--- src/rtl/irpdt_pkg.sv ---
// Package for the IR pulse-distance transceiver: sizes, configuration layout,
// register indexes and the result record, in a package shared by all rtl files.
// No dependencies.
`default_nettype none

package irpdt_pkg;

  // Code length in bits and the ceiling of the quiet (high) run counter.
  localparam int CODE_BITS      = 16;
  localparam int HIGH_RUN_LIMIT = 10000;

  localparam int HIGH_RUN_W = $clog2(HIGH_RUN_LIMIT + 1);
  localparam int BIT_CNT_W  = $clog2(CODE_BITS + 1);
  localparam int BIT_IDX_W  = $clog2(CODE_BITS);

  localparam int REG_W    = 8;
  localparam int REG_IDX_W = 3;
  localparam int CODE_W   = 16;
  localparam int DIR_W    = 8;
  localparam int LED_W    = 4;
  localparam int LOW_RUN_W = 8;

  localparam logic [LOW_RUN_W-1:0] LOW_RUN_MAX = '1;

  // Register indexes on the configuration port.
  localparam logic [REG_IDX_W-1:0] REG_SHORT_LOW_MIN    = 3'd0;
  localparam logic [REG_IDX_W-1:0] REG_SHORT_LOW_MAX    = 3'd1;
  localparam logic [REG_IDX_W-1:0] REG_LONG_LOW_MIN     = 3'd2;
  localparam logic [REG_IDX_W-1:0] REG_LONG_LOW_MAX     = 3'd3;
  localparam logic [REG_IDX_W-1:0] REG_SEND_SHORT_TICKS = 3'd4;
  localparam logic [REG_IDX_W-1:0] REG_SEND_LONG_TICKS  = 3'd5;
  localparam logic [REG_IDX_W-1:0] REG_SEND_LEAD_TICKS  = 3'd6;
  localparam logic [REG_IDX_W-1:0] REG_VOICE_DIRECTION  = 3'd7;

  typedef struct packed {
    logic [REG_W-1:0] short_low_min;
    logic [REG_W-1:0] short_low_max;
    logic [REG_W-1:0] long_low_min;
    logic [REG_W-1:0] long_low_max;
    logic [REG_W-1:0] send_short_ticks;
    logic [REG_W-1:0] send_long_ticks;
    logic [REG_W-1:0] send_lead_ticks;
    logic [REG_W-1:0] voice_direction;
  } cfg_t;

  localparam cfg_t CFG_RESET = '{
    short_low_min:    8'd2,
    short_low_max:    8'd5,
    long_low_min:     8'd10,
    long_low_max:     8'd14,
    send_short_ticks: 8'd4,
    send_long_ticks:  8'd12,
    send_lead_ticks:  8'd50,
    voice_direction:  8'd1
  };

  // Receiver outcome of one tick.
  typedef struct packed {
    logic                  code_valid;
    logic [CODE_W-1:0]     received_code;
    logic [HIGH_RUN_W-1:0] quiet_level;
  } rx_status_t;

  // Transmitter outcome of one transfer.
  typedef struct packed {
    logic             send_accepted;
    logic [LED_W-1:0] led_lines;
    logic             carrier_run;
    logic             busy_sending;
  } tx_status_t;

  typedef struct packed {
    rx_status_t rx;
    tx_status_t tx;
  } result_t;

endpackage

`default_nettype wire

--- src/rtl/irpdt_rx.sv ---
// Receiver: times low and high runs of the sampled level and decodes bits.
// Depends on irpdt_pkg.
`default_nettype none

module irpdt_rx (
  input  wire logic                clk,
  input  wire logic                rst,
  input  wire logic                tick,
  input  wire logic                rx_level,
  input  wire irpdt_pkg::cfg_t     cfg,
  output      irpdt_pkg::rx_status_t status
);
  import irpdt_pkg::*;

  logic                  was_low, was_low_next;
  logic [LOW_RUN_W-1:0]  low_run, low_run_next;
  logic [HIGH_RUN_W-1:0] high_run, high_run_next;
  logic [BIT_CNT_W-1:0]  bit_count, bit_count_next;
  logic [CODE_BITS-1:0]  shift, shift_next;
  logic                  is_zero, is_one, got;
  logic [BIT_CNT_W-1:0]  count_inc;

  assign is_zero = (low_run >= cfg.short_low_min) && (low_run <= cfg.short_low_max);
  assign is_one  = (low_run >= cfg.long_low_min) && (low_run <= cfg.long_low_max);
  assign count_inc = bit_count + BIT_CNT_W'(1);

  always_comb begin
    was_low_next   = was_low;
    low_run_next   = low_run;
    high_run_next  = high_run;
    bit_count_next = bit_count;
    shift_next     = shift;
    got            = 1'b0;
    if (rx_level) begin
      if (was_low) begin
        // Rising edge: classify the low period that just ended.
        if (is_zero || is_one) begin
          if (high_run > HIGH_RUN_W'(cfg.long_low_max)) begin
            shift_next     = CODE_BITS'(is_one && !is_zero);
            bit_count_next = BIT_CNT_W'(1);
          end else if (bit_count != '0) begin
            shift_next     = {shift[CODE_BITS-2:0], is_one && !is_zero};
            bit_count_next = count_inc;
            if (count_inc >= BIT_CNT_W'(CODE_BITS)) begin
              got            = 1'b1;
              bit_count_next = '0;
            end
          end
        end else begin
          bit_count_next = '0;
        end
        high_run_next = HIGH_RUN_W'(1);
        was_low_next  = 1'b0;
      end else if (high_run < HIGH_RUN_W'(HIGH_RUN_LIMIT)) begin
        high_run_next = high_run + HIGH_RUN_W'(1);
      end
    end else begin
      if (was_low) begin
        if (low_run != LOW_RUN_MAX) begin
          low_run_next = low_run + LOW_RUN_W'(1);
        end
      end else begin
        low_run_next = LOW_RUN_W'(1);
        was_low_next = 1'b1;
      end
    end
  end

  always_comb begin
    status.code_valid    = tick && got;
    status.received_code = (tick && got) ? CODE_W'(shift_next) : '0;
    if (tick) begin
      status.quiet_level = was_low_next ? '0 : high_run_next;
    end else begin
      status.quiet_level = was_low ? '0 : high_run;
    end
  end

  always_ff @(posedge clk) begin
    if (rst) begin
      was_low   <= 1'b0;
      low_run   <= '0;
      high_run  <= '0;
      bit_count <= '0;
      shift     <= '0;
    end else if (tick) begin
      was_low   <= was_low_next;
      low_run   <= low_run_next;
      high_run  <= high_run_next;
      bit_count <= bit_count_next;
      shift     <= shift_next;
    end
  end

endmodule

`default_nettype wire

--- src/rtl/irpdt_tx.sv ---
// Transmitter: takes send requests and sequences lead, on and off periods.
// Depends on irpdt_pkg.
`default_nettype none

module irpdt_tx (
  input  wire logic                      clk,
  input  wire logic                      rst,
  input  wire logic                      tick,
  input  wire logic                      request,
  input  wire logic [irpdt_pkg::DIR_W-1:0]  send_direction,
  input  wire logic [irpdt_pkg::CODE_W-1:0] send_code,
  input  wire irpdt_pkg::cfg_t           cfg,
  output      irpdt_pkg::tx_status_t     status
);
  import irpdt_pkg::*;

  logic                 active, active_next;
  logic                 lead, lead_next;
  logic [CODE_BITS-1:0] word, word_next;
  logic [DIR_W-1:0]     dir, dir_next;
  logic [BIT_CNT_W-1:0] bits_left, bits_left_next;
  logic [REG_W-1:0]     wait_cnt, wait_cnt_next;
  logic [REG_W-1:0]     second_wait, second_wait_next;
  logic [LED_W-1:0]     line, line_next;
  logic                 carrier, carrier_next;
  logic                 drive_on, drive_off, voice, cur_bit;
  logic                 accepted;
  logic [BIT_CNT_W-1:0] bits_dec;

  assign voice    = (dir == cfg.voice_direction);
  assign bits_dec = bits_left - BIT_CNT_W'(1);
  assign cur_bit  = word[bits_dec[BIT_IDX_W-1:0]];

  always_comb begin
    active_next      = active;
    lead_next        = lead;
    word_next        = word;
    dir_next         = dir;
    bits_left_next   = bits_left;
    wait_cnt_next    = wait_cnt;
    second_wait_next = second_wait;
    drive_on         = 1'b0;
    drive_off        = 1'b0;
    accepted         = 1'b0;
    if (request) begin
      if (!active) begin
        dir_next    = send_direction;
        word_next   = CODE_BITS'(send_code);
        lead_next   = 1'b1;
        active_next = 1'b1;
        accepted    = 1'b1;
      end
    end else if (tick && active) begin
      if (lead) begin
        drive_off        = 1'b1;
        wait_cnt_next    = cfg.send_lead_ticks;
        second_wait_next = '0;
        bits_left_next   = BIT_CNT_W'(CODE_BITS);
        lead_next        = 1'b0;
      end else if (wait_cnt != '0) begin
        wait_cnt_next = wait_cnt - REG_W'(1);
      end else if (second_wait != '0) begin
        drive_off        = 1'b1;
        wait_cnt_next    = second_wait;
        second_wait_next = '0;
      end else if (bits_left != '0) begin
        drive_on       = 1'b1;
        bits_left_next = bits_dec;
        // A one bit is a long on period then a short off period.
        if (cur_bit) begin
          wait_cnt_next    = cfg.send_long_ticks;
          second_wait_next = cfg.send_short_ticks;
        end else begin
          wait_cnt_next    = cfg.send_short_ticks;
          second_wait_next = cfg.send_long_ticks;
        end
      end else begin
        drive_off   = 1'b1;
        active_next = 1'b0;
      end
    end
  end

  // Line and carrier update; the voice path never touches the carrier.
  always_comb begin
    line_next    = line;
    carrier_next = carrier;
    if (drive_on) begin
      if (voice) begin
        line_next = line | LED_W'(1);
      end else begin
        line_next    = line | dir[5:2];
        carrier_next = 1'b1;
      end
    end else if (drive_off) begin
      line_next = '0;
      if (!voice) begin
        carrier_next = 1'b0;
      end
    end
  end

  assign status.send_accepted = accepted;
  assign status.led_lines     = line_next;
  assign status.carrier_run   = carrier_next;
  assign status.busy_sending  = active_next;

  always_ff @(posedge clk) begin
    if (rst) begin
      active      <= 1'b0;
      lead        <= 1'b0;
      word        <= '0;
      dir         <= '0;
      bits_left   <= '0;
      wait_cnt    <= '0;
      second_wait <= '0;
      line        <= '0;
      carrier     <= 1'b0;
    end else if (tick || request) begin
      active      <= active_next;
      lead        <= lead_next;
      word        <= word_next;
      dir         <= dir_next;
      bits_left   <= bits_left_next;
      wait_cnt    <= wait_cnt_next;
      second_wait <= second_wait_next;
      line        <= line_next;
      carrier     <= carrier_next;
    end
  end

endmodule

`default_nettype wire

--- src/rtl/ir_pulse_distance_transceiver_core.sv ---
// Top level of the IR pulse-distance transceiver core.
// Depends on irpdt_pkg, irpdt_rx and irpdt_tx.
`default_nettype none

// Each input transfer is either a sampling tick (op = 0) carrying the level
// of the IR receiver pin, or a send request (op = 1) carrying a direction and
// a 16-bit code. Every input transfer yields exactly one result transfer that
// shows the state right after that item: whether a request was taken, a code
// that completed on this tick, the LED lines, the carrier enable, the busy
// flag and the current quiet (high) run length. On a tick the receiver runs
// first and the transmitter then advances by one tick. A send request is only
// taken while the transmitter is idle; otherwise it is dropped with
// send_accepted low. While in_stall is low the block takes one item per clock
// cycle: each item is handled by one pass of counter and compare logic between
// the input and a result register, and a two-entry output stage (result
// register plus skid register) keeps input accepted while one result waits
// under out_stall. Configuration registers are written through
// cfg_we/cfg_index/cfg_data and should only be changed while no result is
// outstanding.
module ir_pulse_distance_transceiver_core (
  input  wire logic                             clk,
  input  wire logic                             rst,
  // Configuration write port.
  input  wire logic                             cfg_we,
  input  wire logic [irpdt_pkg::REG_IDX_W-1:0]  cfg_index,
  input  wire logic [irpdt_pkg::REG_W-1:0]      cfg_data,
  // Input channel.
  input  wire logic                             in_valid,
  output      logic                             in_stall,
  input  wire logic                             op,
  input  wire logic                             rx_level,
  input  wire logic [irpdt_pkg::DIR_W-1:0]      send_direction,
  input  wire logic [irpdt_pkg::CODE_W-1:0]     send_code,
  // Result channel.
  output      logic                             out_valid,
  input  wire logic                             out_stall,
  output      logic                             send_accepted,
  output      logic                             code_valid,
  output      logic [irpdt_pkg::CODE_W-1:0]     received_code,
  output      logic [irpdt_pkg::LED_W-1:0]      led_lines,
  output      logic                             carrier_run,
  output      logic                             busy_sending,
  output      logic [irpdt_pkg::HIGH_RUN_W-1:0] quiet_level
);
  import irpdt_pkg::*;

  cfg_t       cfg;
  logic       accept, tick, request;
  rx_status_t rx_status;
  tx_status_t tx_status;
  result_t    result, out_res, skid_res;
  logic       skid_valid;

  // The input side only stalls when the skid register is occupied.
  assign in_stall = skid_valid;
  assign accept   = in_valid && !skid_valid;
  assign tick     = accept && !op;
  assign request  = accept && op;

  // Configuration registers.
  always_ff @(posedge clk) begin
    if (rst) begin
      cfg <= CFG_RESET;
    end else if (cfg_we) begin
      case (cfg_index)
        REG_SHORT_LOW_MIN:    cfg.short_low_min    <= cfg_data;
        REG_SHORT_LOW_MAX:    cfg.short_low_max    <= cfg_data;
        REG_LONG_LOW_MIN:     cfg.long_low_min     <= cfg_data;
        REG_LONG_LOW_MAX:     cfg.long_low_max     <= cfg_data;
        REG_SEND_SHORT_TICKS: cfg.send_short_ticks <= cfg_data;
        REG_SEND_LONG_TICKS:  cfg.send_long_ticks  <= cfg_data;
        REG_SEND_LEAD_TICKS:  cfg.send_lead_ticks  <= cfg_data;
        REG_VOICE_DIRECTION:  cfg.voice_direction  <= cfg_data;
        default: begin
        end
      endcase
    end
  end

  irpdt_rx u_rx (
    .clk      (clk),
    .rst      (rst),
    .tick     (tick),
    .rx_level (rx_level),
    .cfg      (cfg),
    .status   (rx_status)
  );

  irpdt_tx u_tx (
    .clk            (clk),
    .rst            (rst),
    .tick           (tick),
    .request        (request),
    .send_direction (send_direction),
    .send_code      (send_code),
    .cfg            (cfg),
    .status         (tx_status)
  );

  assign result.rx = rx_status;
  assign result.tx = tx_status;

  // Output stage: the result register feeds the port; the skid register
  // catches a result produced while the port is stalled.
  always_ff @(posedge clk) begin
    if (rst) begin
      out_valid  <= 1'b0;
      skid_valid <= 1'b0;
    end else if (out_valid && out_stall) begin
      if (accept) begin
        skid_valid <= 1'b1;
      end
    end else if (skid_valid) begin
      out_valid  <= 1'b1;
      skid_valid <= 1'b0;
    end else begin
      out_valid <= accept;
    end
  end

  always_ff @(posedge clk) begin
    if (out_valid && out_stall) begin
      if (accept) begin
        skid_res <= result;
      end
    end else if (skid_valid) begin
      out_res <= skid_res;
    end else if (accept) begin
      out_res <= result;
    end
  end

  assign send_accepted = out_res.tx.send_accepted;
  assign code_valid    = out_res.rx.code_valid;
  assign received_code = out_res.rx.received_code;
  assign led_lines     = out_res.tx.led_lines;
  assign carrier_run   = out_res.tx.carrier_run;
  assign busy_sending  = out_res.tx.busy_sending;
  assign quiet_level   = out_res.rx.quiet_level;

endmodule

`default_nettype wire
--- config.mk ---
export PLATFORM = sky130hd
export DESIGN_NAME = ir_pulse_distance_transceiver_core
export DESIGN_NICKNAME = d
export VERILOG_FILES = /design/src/rtl/irpdt_pkg.sv /design/src/rtl/irpdt_rx.sv /design/src/rtl/irpdt_tx.sv /design/src/rtl/ir_pulse_distance_transceiver_core.sv
export SDC_FILE = /design/constraint.sdc
export NUM_CORES = 1
export LEC_CHECK = 0
export ABC_CLOCK_PERIOD_IN_PS = 6900
export BUFFER_PORTS_ARGS = -buffer_cell sky130_fd_sc_hd__buf_2
export CORE_MARGIN = 2
export CORE_UTILIZATION = 65
export DETAILED_ROUTE_END_ITERATION = 10
export PLACE_DENSITY = 0.85
export SYNTH_ARGS = -nofsm -noshare
export SYNTH_HDL_FRONTEND = slang
export SYNTH_HIERARCHICAL = 1
export SYNTH_SLANG_ARGS = --single-unit
export TNS_END_PERCENT = 30
--- constraint.sdc ---
create_clock -name clk -period 6.9 [get_ports clk]
set_clock_uncertainty 0.1 [all_clocks]
set_input_delay 0.345 -clock clk [delete_from_list [all_inputs] [get_ports clk]]
set_output_delay 0.345 -clock clk [all_outputs]
set_load 0.02 [all_outputs]
==> summary.md <==
| Metric | Value |
|---|---|
| Final Cycle Share | `55.89%` |
| F_max | `259.3 MHz` |
| Core Area | `17,960 sq um` |
| Top post-synthesis cells by area | `dfxtp_1 (27%), edfxtp_1 (19%), mux2i_1 (7.7%)` |
| Internal power | `2.261 mW` |
| Initial antenna violation count | `0` |
| Vias in the first global route | `8,773` |
| Port Buffers | `81` |
| Max Slew Vio Count | `0` |
| Fin area | `13,360 sq um` |
| Placer Congestion | `0.9431` |
| Min-delay worst type | `input port to flop` |
| Total number of vias | `9,305` |
| First-pass GRT wire length | `44,880 um` |
| Dpl cells | `1,425` |
| Final setup fails | `0` |
| Final Critical Period | `3856 ps` |
| Main synth FF type | `dfxtp_1` |
| Placed instance area | `12,350 sq um` |
| Commonest cells post-synth | `dfxtp_1 (162), mux2i_1 (92), nor2_1 (92)` |
| Worst-Margin Slew | `1206 ps` |
| Antenna diode count | `0` |
| Chip height | `139.5 um` |
| FP Rows | `49` |
| Critical Path Fanout Max | `41` |
| Routed Antenna Nets | `0` |
| Worst hold path cell count | `3` |
| Routed vias/inst | `6.232` |
| Status | `finished clean` |
| Total grt overflow | `0` |
| Clk sinks | `238` |
| 1st-iter DRT viols | `939` |
| Hpwl dp | `18,180 um` |
| DRT Wirelength | `27,840 um` |
| Crit path launch type | `flop` |
| Grt met1 use | `38.94%` |
| Number of synthesized flops with an enable pin | `76` |
| Synthesized area | `11,930 sq um` |
| Area Growth Syn to Fin | `12.00%` |
| Synth async-reset ratio | `0%` |
| Critical Path Source | `in_stall` |
| # H-tree levels | `1` |
| MaxCap Viol Count | `0` |
| Rel. slew slack | `19.42%` |
| Gate power share | `7.2%` |
| FF-to-FF End | `send_accepted` |
| Clock Path Buffers | `3` |
| Pwr dens | `221.9 nW/um^2` |
| Hold Crit Start | `cfg_data[5]` |
| IO Pins | `82` |
| Most common cell in the synthesized netlist | `dfxtp_1` |
| Syn Area/Cell | `10.11 sq um` |
| M2 GR Usage | `46.39%` |
| Sw Share | `23.70%` |
| Fillers | `1,211` |
| # DRC | `0` |
| Post-route insts no fill | `1,493` |
| Static Leak | `5.316 nW` |
| Pin count of the biggest net entering global routing | `82` |
| Met3 usage | `3.407%` |
| Share of layout cells above drive strength 1 | `15.82%` |
| Final core utilization | `74.35%` |
| Critical Path RT | `7060 ps` |
| Hold endpoint | `cfg[13]` |
| CTS tree | `done` |
| Sequential share of the synthesized area | `46.33%` |
| Clk slew on worst S/H paths | `60 ps` |
| Tot Pwr | `2.964 mW` |
| Synth area leader | `dfxtp_1` |
| Syn_nets | `1,269` |
| Initial core utilization | `66.39%` |
| Clock Power Share | `42.1%` |
| GR Util All Layers | `27.89%` |
| Setup CP Type | `flop to flop` |
| Post-synth cell types | `92` |
| Num CTS Buffers | `24` |
| Die X | `139.5 um` |
| Nets | `1,336` |
| GRT busiest layer | `met2` |
| Final hold vios | `0` |
| Clk_lat worst skew | `510 ps` |
| Part of the power in registers | `50.7%` |
| CP arrival | `4010 ps` |
| VDD IR max | `0.2870 mV` |
| Area share of the largest cell type after synthesis | `27.20%` |
| Reg2Reg Setup Slack | `3040 ps` |
| #FFs+latches synth | `238` |
| Net switching power | `0.7025 mW` |
| RSZ-0062 raised after global routing | `no` |
| DR pass1 iterations | `5` |
| Sum Neg Setup Slack | `0 ps` |
| Reg2Reg Depth | `5` |
| DR WL/cell | `18.65 um` |
| Yosys warnings | `6` |
| Worst r2r src | `in_stall` |
| Critical path endpoint category | `flop` |
| Mapped Cells | `1,179` |
| Die area | `19,450 sq um` |
| Root buf cell | `clkbuf_16` |
==> metrics by stage <==
step	hold slack, ps	worst slack [ps]
finish	19.88	3044
global route	18.03	2773
CTS	2.160	3087
detailed placement	352.1	3097
global placement	348.4	3259
floorplan	335.7	3505
==> final cells by class <==
class                   instances  area (sq um)  share of cell area, %
inverters                      46         172.7                  1.293
well taps                     229         286.5                  2.145
clock buffers                  30         675.6                  5.059
multi-input cells             826          5923                  44.35
clock inverters                14         86.33                 0.6464
repair buffers                110         685.7                  5.133
flip-flops and latches        238          5527                  41.38
==> cell usage in the layout (no fill, tap or decap), types with 6 or more instances in the layout <==
master / synthesis / layout
a211oi_1: 7 / 7
a21oi_1: 77 / 76
a22o_1: 19 / 19
a22oi_1: 18 / 18
a31oi_1: 12 / 12
and2_1: 12 / 12
and3_1: 12 / 12
buf_2: 13 / 80
buf_4: 6 / 6
clkbuf_16: 0 / 26
dfxtp_1: 162 / 161
dlygate4sd3_1: 0 / 24
edfxtp_1: 76 / 76
ha_1: 48 / 48
inv_1: 44 / 44
mux2_2: 41 / 41
mux2i_1: 92 / 92
nand2_1: 86 / 86
nand2b_1: 64 / 64
nand3_1: 15 / 15
nand4_1: 38 / 38
nor2_1: 92 / 91
nor2b_1: 12 / 12
nor3_1: 10 / 10
o211ai_1: 7 / 7
o21ai_0: 46 / 46
o21ai_1: 12 / 12
xnor2_1: 9 / 9
xor2_1: 8 / 8
==> what timing repair did <==
item | in CTS | in global routing
resized for setup | 0 | 0
hold buffers | 24 | 0
endpoints found under the hold margin | 24 | 0
buffers inserted | 0 | 0
==> worst max-delay path, cell delays in order, from the launching register on <==
cell and delay [ps]:
dfxtp_2 940, nand2b_1 300, nor2_1 100, nand2b_1 670
clkinv_1 920, mux2_2 560
==> worst max-delay path by stage <==
stage / endpoint / slack, ps / cells after the start
2_1_floorplan: busy_sending / 3510 / 3
3_3_place_gp: send_accepted / 3260 / 5
3_5_place_dp: send_accepted / 3100 / 5
4_1_cts: send_accepted / 3090 / 5
5_1_grt: send_accepted / 2770 / 5
6_report: send_accepted / 3040 / 5
==> per-layer routing <==
layer,wire [um],vias to the layer above,share of wire (%)
li1,-,4413,-
met1,12040,4420,43
met2,13250,403,48
met3,1894,69,6.8
met4,663,0,2.4
met5,0,-,0
==> sequential cells by signal, indices dropped and copies added (netlist names), 4 cells and up <==
| name | flops |
|---|---|
| cfg | 64 |
| u_tx/second_wait | 8 |
| u_tx/bits_left | 5 |
| u_tx/line | 4 |
| skid_res | 38 |
| u_tx/word | 16 |
| led_lines | 4 |
| u_tx/wait_cnt | 8 |
| u_rx/high_run | 14 |
| u_rx/low_run | 8 |
| u_tx/dir | 8 |
| u_rx/shift | 16 |
| quiet_level | 14 |
| received_code | 16 |
| u_rx/bit_count | 5 |
==> power by group through the flow <==
stage	clock [mW]	combinational [mW]	sequential (mW)
finish	1.25	0.213	1.50
global route	1.33	0.229	1.51
CTS	1.26	0.209	1.50
detailed placement	0	0.198	1.53
global placement	0	0.191	1.53
floorplan	0	0.127	1.54
==> kinds of logic after synthesis <==
logic type	Yosys count	synth area share, %
fa+ha+maj	48	5.036
compound gates	241	13.59
xor+xnor	18	1.385
simple gates	380	17.01
mux	139	12.44
buf+inv	115	4.207
flops	238	46.33
No activity file was read; power rests on OpenSTA's default activity.
